## src/sv/otsu_pkg.sv

```systemverilog
`timescale 1ns / 1ps
package otsu_pkg;

  localparam int CNT_W  = 24;
  localparam int VAL_W  = 16;
  localparam int CT_W   = 25;
  localparam int WT_W   = 40;
  localparam int D_W    = 64;
  localparam int Q_W    = 48;
  localparam int DSQ_W  = 128;
  localparam int CMP_W  = 176;
  localparam int MX_W   = 128;
  localparam int MY_W   = 64;
  localparam int MP_W   = MX_W + MY_W;
  localparam logic [CNT_W-1:0] PIXELS_RST = 24'd65536;

  localparam logic [1:0] ST_OK   = 2'd0;
  localparam logic [1:0] ST_FEW  = 2'd1;
  localparam logic [1:0] ST_OVER = 2'd2;
  localparam logic [1:0] ST_CAP  = 2'd3;

  typedef enum logic [2:0] {
    MS_A,
    MS_B,
    MS_SQ,
    MS_L,
    MS_R
  } mul_sel_t;

  typedef struct packed {
    logic       load;
    logic       init;
    logic       rd;
    logic       acc;
    logic       mul_go;
    mul_sel_t   mul_sel;
    logic       diff;
    logic       take;
    logic       emit;
    logic       zero_thr;
    logic [1:0] code;
    logic       clear;
  } cmd_t;

  typedef struct packed {
    logic few;
    logic over;
    logic cap;
    logic all_read;
    logic first;
    logic neg;
    logic greater;
    logic mul_done;
  } sts_t;

endpackage

```

## src/sv/otsu_ctrl.sv

```systemverilog
`timescale 1ns / 1ps
module otsu_ctrl (
  input  logic           clk,
  input  logic           rst_n,
  input  logic           in_valid,
  input  logic           in_last_bin,
  output logic           in_stall,
  output logic           out_valid,
  input  logic           out_stall,
  output otsu_pkg::cmd_t cmd,
  input  otsu_pkg::sts_t sts
);
  import otsu_pkg::*;

  typedef enum logic [4:0] {
    S_LOAD,
    S_CHECK,
    S_RD,
    S_ACC,
    S_NEG,
    S_MA,
    S_MA_W,
    S_MB,
    S_MB_W,
    S_DIFF,
    S_MSQ,
    S_MSQ_W,
    S_SEL,
    S_ML,
    S_ML_W,
    S_MR,
    S_MR_W,
    S_CMP,
    S_DONE
  } state_t;

  state_t     state_r;
  logic       best_neg_r;
  logic [1:0] code_r;
  logic       zero_r;
  logic       out_valid_r;
  logic       emit_ok;

  assign emit_ok = !out_valid_r || !out_stall;

  always_comb begin
    cmd          = '0;
    cmd.mul_sel  = MS_A;
    cmd.code     = code_r;
    cmd.zero_thr = zero_r;
    unique case (state_r)
      S_LOAD:  cmd.load = in_valid;
      S_CHECK: cmd.init = !sts.few && !sts.over;
      S_RD:    cmd.rd = 1'b1;
      S_ACC:   cmd.acc = 1'b1;
      S_NEG:   cmd.take = sts.neg && sts.first;
      S_MA: begin
        cmd.mul_go  = 1'b1;
        cmd.mul_sel = MS_A;
      end
      S_MB: begin
        cmd.mul_go  = 1'b1;
        cmd.mul_sel = MS_B;
      end
      S_DIFF:  cmd.diff = 1'b1;
      S_MSQ: begin
        cmd.mul_go  = 1'b1;
        cmd.mul_sel = MS_SQ;
      end
      S_SEL:   cmd.take = sts.first || best_neg_r;
      S_ML: begin
        cmd.mul_go  = 1'b1;
        cmd.mul_sel = MS_L;
      end
      S_MR: begin
        cmd.mul_go  = 1'b1;
        cmd.mul_sel = MS_R;
      end
      S_CMP:   cmd.take = sts.greater;
      S_DONE: begin
        cmd.emit  = emit_ok;
        cmd.clear = emit_ok;
      end
      default: cmd = '0;
    endcase
  end

  always_ff @(posedge clk) begin
    if (!rst_n) begin
      state_r     <= S_LOAD;
      best_neg_r  <= 1'b1;
      code_r      <= ST_OK;
      zero_r      <= 1'b0;
      out_valid_r <= 1'b0;
    end else begin
      out_valid_r <= (state_r == S_DONE) || (out_valid_r && out_stall);
      unique case (state_r)
        S_LOAD: begin
          if (in_valid && in_last_bin) begin
            state_r <= S_CHECK;
          end
        end
        S_CHECK: begin
          best_neg_r <= 1'b1;
          priority if (sts.few) begin
            code_r  <= ST_FEW;
            zero_r  <= 1'b1;
            state_r <= S_DONE;
          end else if (sts.over) begin
            code_r  <= ST_OVER;
            zero_r  <= 1'b1;
            state_r <= S_DONE;
          end else begin
            code_r  <= sts.cap ? ST_CAP : ST_OK;
            zero_r  <= 1'b0;
            state_r <= S_RD;
          end
        end
        S_RD:    state_r <= S_ACC;
        S_ACC:   state_r <= S_NEG;
        S_NEG: begin
          if (!sts.neg) begin
            state_r <= S_MA;
          end else begin
            state_r <= sts.all_read ? S_DONE : S_RD;
          end
        end
        S_MA:    state_r <= S_MA_W;
        S_MA_W:  if (sts.mul_done) state_r <= S_MB;
        S_MB:    state_r <= S_MB_W;
        S_MB_W:  if (sts.mul_done) state_r <= S_DIFF;
        S_DIFF:  state_r <= S_MSQ;
        S_MSQ:   state_r <= S_MSQ_W;
        S_MSQ_W: if (sts.mul_done) state_r <= S_SEL;
        S_SEL: begin
          if (sts.first || best_neg_r) begin
            best_neg_r <= 1'b0;
            state_r    <= sts.all_read ? S_DONE : S_RD;
          end else begin
            state_r <= S_ML;
          end
        end
        S_ML:    state_r <= S_ML_W;
        S_ML_W:  if (sts.mul_done) state_r <= S_MR;
        S_MR:    state_r <= S_MR_W;
        S_MR_W:  if (sts.mul_done) state_r <= S_CMP;
        S_CMP:   state_r <= sts.all_read ? S_DONE : S_RD;
        S_DONE: begin
          if (emit_ok) begin
            state_r <= S_LOAD;
          end
        end
        default: state_r <= S_LOAD;
      endcase
    end
  end

  assign in_stall  = state_r != S_LOAD;
  assign out_valid = out_valid_r;

endmodule

```

## config.mk

```make
export PLATFORM = sky130hd
export DESIGN_NAME = otsu_ctrl
export DESIGN_NICKNAME = d
export VERILOG_FILES = /design/src/sv/otsu_pkg.sv /design/src/sv/otsu_ctrl.sv
export SDC_FILE = /design/constraint.sdc
export NUM_CORES = 1
export LEC_CHECK = 0
export ABC_CLOCK_PERIOD_IN_PS = 2400
export BUFFER_PORTS_ARGS = -buffer_cell sky130_fd_sc_hd__buf_4
export CAP_MARGIN = 10
export CORE_MARGIN = 2
export CORE_UTILIZATION = 45
export DETAILED_ROUTE_END_ITERATION = 12
export GPL_TIMING_DRIVEN = 1
export HOLD_SLACK_MARGIN = 0.05
export PLACE_DENSITY = 0.72
export SETUP_SLACK_MARGIN = 0.15
export SKIP_CTS_REPAIR_TIMING = 1
export SLEW_MARGIN = 20
export SYNTH_ARGS = -nofsm -noshare
export SYNTH_HDL_FRONTEND = slang
export SYNTH_SLANG_ARGS = --single-unit
```

## constraint.sdc

```tcl
create_clock -name clk -period 2.4 [get_ports clk]
set_input_delay 0.24 -clock clk [delete_from_list [all_inputs] [get_ports clk]]
set_output_delay 0.24 -clock clk [all_outputs]
set_load 0.01 [all_outputs]
```

# ---- Yosys cells after proc, flatten, opt, wreduce, memory -nomap -nowiden
# Cells that the tools add are included.
# Widths: inputs -> output; s select.
dict set report word_totals {
  register_bits 10
  in_bits 13
  out_inout_bits 17
  wordCells 77
}
dict set report op_classes {
  eq_ne 26
  mux 29
  n_reduce_logical 17
}
# operator count
set ops {}
lappend ops {{$pmux 5 s19} 1}
lappend ops {{$mux 5} 12}
lappend ops {{$eq 5x4->1 const B} 8}
lappend ops {{$eq 5x3->1 const B} 4}
lappend ops {{$pmux 4 s5} 1}
lappend ops {{$ne 2x2->1 const B} 8}
lappend ops {{$eq 5x5->1 const B} 3}
lappend ops {{$reduce_or 14->1} 1}
lappend ops {{$eq 5x2->1 const B} 2}
lappend ops {{$mux 1} 9}
lappend ops {{$reduce_and 7->1} 1}
lappend ops {{$mux 2} 3}
lappend ops {{$eq 5x1->1 const B} 1}
lappend ops {{$logic_not 5->1} 1}
lappend ops {{$reduce_bool 5->1} 1}
lappend ops {{$logic_and 1x1->1} 4}
lappend ops {{$logic_not 1->1} 4}
lappend ops {{$logic_or 1x1->1} 3}
lappend ops {{$mux 3} 1}
lappend ops {{$pmux 1 s3} 1}
lappend ops {{$pmux 1 s2} 1}
lappend ops {{$reduce_and 2->1} 1}
lappend ops {{$reduce_bool 2->1} 1}

# ---- Depth between registers and ports, before layout
# Gate-level depths: netlist of the first run.
dict set report depth {
  depth_word 4
  ltp_mapped 6
  ltp_nobuf 5
}

# ---- Least setup slack after synthesis of the first run
# OpenSTA, ideal clock, no wires.
dict set report synth_path {
  path_kind {register to output}
  from {register state_r[2]}
  to {output cmd[4] in the netlist's numbering}
  t_arrival_ns 1.191
  t_required_ns 2.160
  path_slack_ns 0.969
  stages_incl_launch_ff 6
  path_buffers 2
  path_cell_list {dfxtp_1 -> buf_4 -> nor2_1 -> nand4_1 -> a21oi_1 -> buf_4}
}
# item line
set synth_rtl {}
lappend synth_rtl {{start: declaration} otsu_ctrl.sv:37} ;# state_t state_r;
lappend synth_rtl {{start signal: assignment} otsu_ctrl.sv:125} ;# state_r <= sts.all_read ? S_DONE : S_RD;
lappend synth_rtl {{start signal: assignment} otsu_ctrl.sv:138} ;# state_r <= sts.all_read ? S_DONE : S_RD;
lappend synth_rtl {{start signal: assignment} otsu_ctrl.sv:147} ;# S_CMP: state_r <= sts.all_read ? S_DONE : S_RD;
lappend synth_rtl {{end: declaration} otsu_ctrl.sv:10} ;# output otsu_pkg::cmd_t cmd,

==> results of run 1 <==
[registers in the layout, indices dropped and copies added, names as in the netlist]
name / cells
state_r: 5
code_r: 2
best_neg_r: 1
out_valid: 1
zero_r: 1
[stage by stage]
stage	util	hold slack, ns	power [W]	std cells	setup slack (ns)
after floorplan	-	0.408	0.000777	132	0.969
after global placement	0.580	0.504	0.000963	180	0.549
after detailed placement	0.580	0.513	0.000965	180	0.462
after CTS	0.599	0.220	0.00113	184	0.124
after global routing	0.600	0.254	0.00123	184	0.160
final	0.600	0.223	0.00113	184	0.340
[synth_stat cells, types with 2 or more instances]
cell / n
nand3_1: 5
clkbuf_1: 2
buf_4: 5
nand2_1: 19
dfxtp_1: 10
o211ai_1: 2
nand2b_1: 4
and3_1: 3
buf_2: 2
inv_1: 5
o21ai_1: 4
nor2b_1: 5
nor2_1: 13
o2bb2ai_1: 2
mux2i_1: 4
a21oi_1: 7
xnor2_1: 2
nor3_1: 6
o21ai_0: 7
a211oi_2: 2
[area by class of cell]
cell class                      count  area, um2  share of cell area
Clock buffer                        4       36.3              0.0308
Inverter                            6       22.5              0.0191
Multi-Input combinational cell    106        649               0.552
Sequential cell                    10        203               0.172
Tap cell                           27       33.8              0.0287
Timing Repair Buffer               31        233               0.198
[routing by layer]
layer / routed length (um) / up-vias / part of all wire / global-route usage
li1: - / 515 / - / -
met1: 1110 / 466 / 0.45 / 0.276
met2: 1140 / 44 / 0.46 / 0.371
met3: 202 / 3 / 0.081 / 0.0485
met4: 29 / 0 / 0.012 / 0.0833
met5: 0 / - / 0 / 0
[power breakdown]
group	total [W]	switching [W]	leakage [nW]	internal, W
Combinational	0.000648	0.000344	0.387	0.000305
Sequential	0.000318	0.000107	0.0826	0.000210
Clock	0.000163	0.0000707	0.0210	0.0000925
Total	0.00113	0.000522	0.490	0.000608
[worst paths after layout]
check / slack [ns] / from / to
worst min-delay path: 0.22 / rst_n / best_neg_r
worst min register to register: 0.54 / zero_r / zero_r
worst max register to register: 0.65 / state_r[1] / state_r[0]
worst max-delay path: 0.34 / state_r[1] / cmd[5]
[cell families (layout without fill, tap and decap cells)]
kind of cell / Yosys count / after routing / synth area share
buffers and inverters: 16 / 41 / 0.0947
AOI/OAI and AO/OA: 34 / 34 / 0.263
muxes: 4 / 4 / 0.0427
xor gates and xnor gates: 2 / 2 / 0.0187
DFF: 10 / 10 / 0.213
and+or+nand+nor: 66 / 66 / 0.368
==> flow_metrics.tcl, run 1 <==
set metrics [dict create \
    crit_family "flip-flops" \
    htreeDepth 1 \
    fin_crit_ns 2.06 \
    grt_overflow 0 \
    dieHeight_um 49.7 \
    start_util 0.478 \
    status "completed" \
    clock-sinks 10 \
    syn_avg_cell_area_um2 7.11 \
    routedWlPerCell_um 13.5 \
    clk_pin_slew_worst_paths_ns 0.08 \
    skew_ns 0.00898 \
    track_usage 0.222 \
    io_buffers 29 \
    grt_max_degree 19 \
    yosys-top-cells-area "dfxtp_1 21%, nand2_1 7.6%, nor2_1 5.2%" \
    cp_slowest_cell "dfxtp_1" \
    finalSetupTns_ns 0 \
    ys_seq_area_frac 0.213 \
    drv_slew 0 \
    cpMostUsedCell "buf_4" \
    worst_hold_path_type "in2reg" \
    rows 16 \
    fp.dieW_um 49.7 \
    grt_pass1_wl_um 4260 \
    holdPathStages 2 \
    wirelength_um 2480 \
    detail-route-antenna-nets 0 \
    cpPeakStageDelay_ns 0.67 \
    io_pins 30 \
    place_congestion 0.957 \
    final_common_cell "buf_4" \
    ys_async_sr_fraction 0 \
    fillers 204 \
    worstSetupStartpointType "flip-flop" \
    synth_nets 145 \
    hold_viol 0 \
    rsz0062_at_grt "false" \
    ys_ff_latch 10 \
    synth_top_area_share 0.213 \
    firstDrtPassIters 4 \
    via_per_inst 5.59 \
    synth_cells 132 \
    critPathMaxFanout 15 \
    fmax_ghz 0.485 \
    root_buffer "clkbuf_4" \
    dp_hpwl_um 1850 \
    cp-end-kind "output port" \
    p_leak_nw 0.490 \
    synthFlopType "dfxtp_1" \
    insertion_delay_ns 0.29 \
    num_vias 1028 \
    ys_warn_count 0 \
    final_cell_mix "31 x buf_4, 19 x nand2_1, 13 x nor2_1, 8 x dfxtp_1" \
    cts_tree "done" \
    synth_enable_flop_cells 0 \
    cp_num_buf_inv 2 \
    p_per_area_nw_per_um2 959 \
    drive_above_1_share 0.299 \
    syn_area_um2 938 \
    drtIter0Drc 18 \
    core_area_um2 1960 \
    cap_viol_max_count 0 \
    final_nets 171 \
    n_antenna_cell 0 \
    placed_area_um2 1140 \
    drc 0 \
    worst_pin_slew_ns 0.556 \
    grt_pass1_vias 969 \
    cts_max_path_buffers 2 \
    cts_made_buffers 3 \
    crit_cells 6 \
    area.growth.synth_to_final_pct 25.5 \
    dieArea_um2 2470 \
    grt_antenna_before_repair 0 \
    slew_headroom 0.629 \
    peakVddDrop_v 0.000512 \
    r2r_cells 6 \
    ys_types 43 \
    final_area_um2 1180 \
    synth_area_leader_cell "dfxtp_1" \
    critPathArrivalTime_ns 1.82 \
    crit_chain "buf_4 -> nor3b_4 -> a21oi_1 -> o32a_1 -> nor2_1 -> buf_4" \
    crit_type "reg2out" \
    crit_required_ns 2.16 \
    setup-violations-final 0 \
    post-route-period-util 0.858 \
]
No activity file was read; power rests on OpenSTA's default activity.
==> inputs of run 2 (changes only) <==
- CORE_MARGIN: 2 -> 1
==> run 2 against run 1 <==
Effect of this change: largest cell class unchanged; final cell count unchanged; combinational power up 5.2%; highest routed layer unchanged; setup slack better by 0.047 ns.
==> flow_metrics.tcl, run 2 (synthesis gave the netlist of run 1 again) <==
set metrics [dict create \
    clk_pin_slew_worst_paths_ns 0.08 \
    cp-end-kind "output port" \
    core_area_um2 1960 \
    crit_required_ns 2.16 \
    p_int_w 0.000607 \
    drc 0 \
    skew_ns 0.0113 \
    status "completed" \
    crit_type "reg2out" \
    dp.cells 180 \
    slew_headroom 0.688 \
    via_per_inst 5.66 \
    holdPathStages 2 \
    firstDrtPassIters 4 \
    critPathArrivalTime_ns 1.77 \
    cts_max_path_buffers 2 \
    worst_hold_path_type "in2reg" \
    dieHeight_um 47.7 \
    num_vias 1041 \
    clock-sinks 10 \
    grt_pass1_vias 898 \
    post-route-period-util 0.839 \
    htreeDepth 1 \
    stdcell_count 184 \
    wirelength_um 2580 \
    finalSetupTns_ns 0 \
    p_leak_nw 0.490 \
    grt_max_degree 19 \
    clkPwrFrac 0.143 \
    start_util 0.478 \
    track_usage 0.253 \
    rsz0062_at_grt "false" \
    rows 16 \
    io_pins 30 \
    p_sw_frac 0.469 \
    fillers 214 \
    fp.dieW_um 47.7 \
    grt_antenna_before_repair 0 \
    cap_viol_max_count 0 \
    worst_pin_slew_ns 0.468 \
    p_sw_w 0.000537 \
    io_buffers 29 \
    grt_pass1_wl_um 3970 \
    detail-route-antenna-nets 0 \
    n_antenna_cell 0 \
    root_buffer "clkbuf_4" \
    final_cell_mix "31 x buf_4, 19 x nand2_1, 13 x nor2_1, 8 x dfxtp_1" \
    cts_made_buffers 3 \
    critPathMaxFanout 18 \
    r2r_cells 5 \
    r2r_slack_ns 0.64 \
    drive_above_1_share 0.299 \
    p_per_area_nw_per_um2 972 \
    final_common_cell "buf_4" \
    largest-register "state_r" \
    cts_tree "done" \
    grt_overflow 0 \
    reg.largest.list "state_r (5), code_r (2)" \
    drv_slew 0 \
    largest_reg_flops 5 \
    p_seq_frac 0.261 \
    fmax_ghz 0.497 \
    worstSetupStartpointType "flip-flop" \
    area.growth.synth_to_final_pct 25.5 \
    drtIter0Drc 26 \
    setup-violations-final 0 \
    hold_viol 0 \
    dieArea_um2 2270 \
    dp_hpwl_um 1920 \
    final_nets 171 \
    combPwrFrac 0.596 \
    peakVddDrop_v 0.000648 \
    insertion_delay_ns 0.28 \
    place_congestion 0.902 \
    routedWlPerCell_um 14.0 \
    fin_crit_ns 2.01 \
]
[run 2: cell counts in the layout (fill, tap and decap cells not counted)]
Identical to the previous run, type by type.
[run 2: worst paths after layout]
path / startpoint / to
worst min register to register: zero_r / zero_r
worst min-delay path: rst_n / best_neg_r
worst max-delay path: state_r[3] / cmd[5]
worst max register to register: state_r[1] / state_r[4]
[run 2: worst max-delay path, cell delays in order, from the launching register on]
cell,delay [ns]
dfxtp_2,0.54
and2b_4,0.24
nor3b_4,0.24
a21oi_1,0.11
o32a_1,0.17
nor2_1,0.08
buf_4,0.12
[run 2: cell type report]
type                    count  area [um2]  area share
inverters                   6        22.5      0.0191
clock buffers               4        36.3      0.0308
flip-flops and latches     10         203       0.172
multi-input cells         106         649       0.552
repair buffers             31         233       0.198
well taps                  27        33.8      0.0287
[run 2: per-stage QoR]
stage / cell area (um2) / hold WS [ns] / util / total power, W / setup WS, ns
after global placement: 1140 / 0.500 / 0.580 / 0.000968 / 0.565
after detailed placement: 1140 / 0.503 / 0.580 / 0.000979 / 0.487
after floorplan: 938 / 0.408 / - / 0.000777 / 0.969
final: 1180 / 0.223 / 0.600 / 0.00114 / 0.386
after CTS: 1170 / 0.220 / 0.599 / 0.00114 / 0.163
after global routing: 1180 / 0.215 / 0.600 / 0.00124 / 0.235
[run 2: power by group through the flow]
stage	Sequential (W)	Combinational, W	Clock [W]
floorplan	0.000242	0.000535	0
CTS	0.000296	0.000682	0.000165
global route	0.000312	0.000749	0.000174
finish	0.000299	0.000682	0.000163
global placement	0.000299	0.000670	0
detailed placement	0.000301	0.000677	0
[run 2: layer usage]
layer	wire [um]	global-route usage	vias to the layer above	part of all wire
met3	141	0.0566	4	0.055
met1	1120	0.317	478	0.44
met4	26	0.0833	0	0.010
met2	1290	0.430	44	0.50
met5	0	0	-	0
li1	-	-	515	-
==> inputs of run 3 (changes only) <==
- ABC_CLOCK_PERIOD_IN_PS: 2400 -> 2000
- clock period: 2.4 -> 2 ns (I/O delays scaled with it)
==> run 3 against run 2 <==
Effect of this change: die area unchanged; final cell count rose by 3.8%; register-to-register slack worse by 0.31 ns; setup slack worse by 0.16 ns; total power rose by 24%; sequential power grew 14%; via count is 1.7% higher; clock skew fell by 0.0068 ns.
==> flow_metrics.tcl, run 3 (synthesis gave the netlist of run 1 again) <==
set metrics [dict create \
    cap_viol_max_count 0 \
    insertion_delay_ns 0.27 \
    cp_slowest_cell "dfxtp_2" \
    crit_required_ns 1.80 \
    num_vias 1059 \
    io_pins 30 \
    drive_above_1_share 0.354 \
    r2r_slack_ns 0.33 \
    drc 0 \
    cts_max_path_buffers 2 \
    cp-end-kind "output port" \
    wirelength_um 2580 \
    slew_headroom 0.733 \
    core_area_um2 1960 \
    cpPeakStageDelay_ns 0.35 \
    grt_antenna_before_repair 0 \
    clk_pin_slew_worst_paths_ns 0.08 \
    largest_reg_flops 5 \
    cts_made_buffers 3 \
    critPathMaxFanout 6 \
    power_w 0.00142 \
    skew_ns 0.00448 \
    fp.dieW_um 47.7 \
    fillers 202 \
    firstDrtPassIters 4 \
    start_util 0.478 \
    grt_overflow 0 \
    setup-violations-final 0 \
    fmax_ghz 0.564 \
    place_congestion 0.890 \
    whs_ns 0.203 \
    grt_pass1_vias 833 \
    worst_pin_slew_ns 0.400 \
    track_usage 0.246 \
    dieArea_um2 2270 \
    io_buffers 29 \
    via_per_inst 5.54 \
    reg.largest.list "state_r (5), code_r (2)" \
    reg2reg_from "state_r[1]" \
    fin_util 0.639 \
    n_antenna_cell 0 \
    final_common_cell "buf_4" \
    rows 16 \
    dp_hpwl_um 1920 \
    peakVddDrop_v 0.000654 \
    p_per_area_nw_per_um2 1140 \
    crit_start "state_r[4]" \
    final_cell_mix "38 x buf_4, 18 x nand2_1, 13 x nor2_1, 7 x a21oi_1, 7 x o21ai_0" \
    area.growth.synth_to_final_pct 33.6 \
    root_buffer "clkbuf_4" \
    fin_crit_ns 1.77 \
    crit_type "reg2out" \
    cts_tree "done" \
    worst_hold_path_type "in2reg" \
    finalSetupTns_ns 0 \
    drtIter0Drc 41 \
    drv_slew 0 \
    detail-route-antenna-nets 0 \
    post-route-period-util 0.887 \
    p_leak_nw 0.535 \
    grt_max_degree 16 \
    status "completed" \
    hold_viol 0 \
    routedWlPerCell_um 13.5 \
    final_nets 178 \
    grt_pass1_wl_um 3920 \
    crit_chain "and2b_4 -> nor3b_4 -> a21oi_1 -> o32a_1 -> nor2_1 -> buf_4" \
    dieHeight_um 47.7 \
    htreeDepth 1 \
    worstSetupStartpointType "flip-flop" \
    critPathArrivalTime_ns 1.57 \
    hold_path_startpoint "rst_n" \
    clock-sinks 10 \
    largest-register "state_r" \
    rsz0062_at_grt "true" \
]
-- run 3: changes by cell type in the layout (fill, tap and decap cells not counted) --
cell	before	now
buf_4	31	38
dfxtp_1	8	6
dfxtp_2	2	1
dfxtp_4	0	3
nand2_1	19	18
nand2_2	0	1
nor3_1	6	5
nor3_4	0	1
-- run 3: per-layer routing --
layer  global-route usage  routed length, um
met1                0.368               1230
met2                0.367               1210
met3               0.0226                132
met4               0.0833                 14
met5                    0                  0
-- run 3: path summary, 6_finish.rpt --
check / to / cells past startpoint
worst max-delay path: cmd[5] / 6
worst min-delay path: best_neg_r / 2
worst max register to register: state_r[4] / 6
worst min register to register: best_neg_r / 2
-- run 3: report_power, final --
part | switching [W] | internal [W]
Combinational | 0.000491 | 0.000401
Sequential | 0.0000815 | 0.000260
Clock | 0.0000796 | 0.000111
-- run 3: critical path: cells and delay by family (launching register included) --
kind	cells	cell delay (ns)
flip-flops	1	0.35
AO/OA/AOI/OAI	2	0.24
buffers and inverters	1	0.12
AND/OR/NAND/NOR	3	0.58
-- run 3: cell type report --
type	count	area (um2)	area share
clock buffers	4	36.3	0.0289
inverters	6	22.5	0.0180
repair buffers	38	285	0.228
well taps	27	33.8	0.0269
flip-flops and latches	10	213	0.170
multi-input cells	106	663	0.529
-- run 3: per-stage QoR --
step	area [um2]	cells	setup slack, ns
final	1250	191	0.226
after global routing	1250	191	0.121
after CTS	1200	188	-0.0449
after detailed placement	1170	184	0.266
after global placement	1170	184	0.244
after floorplan	938	132	0.593
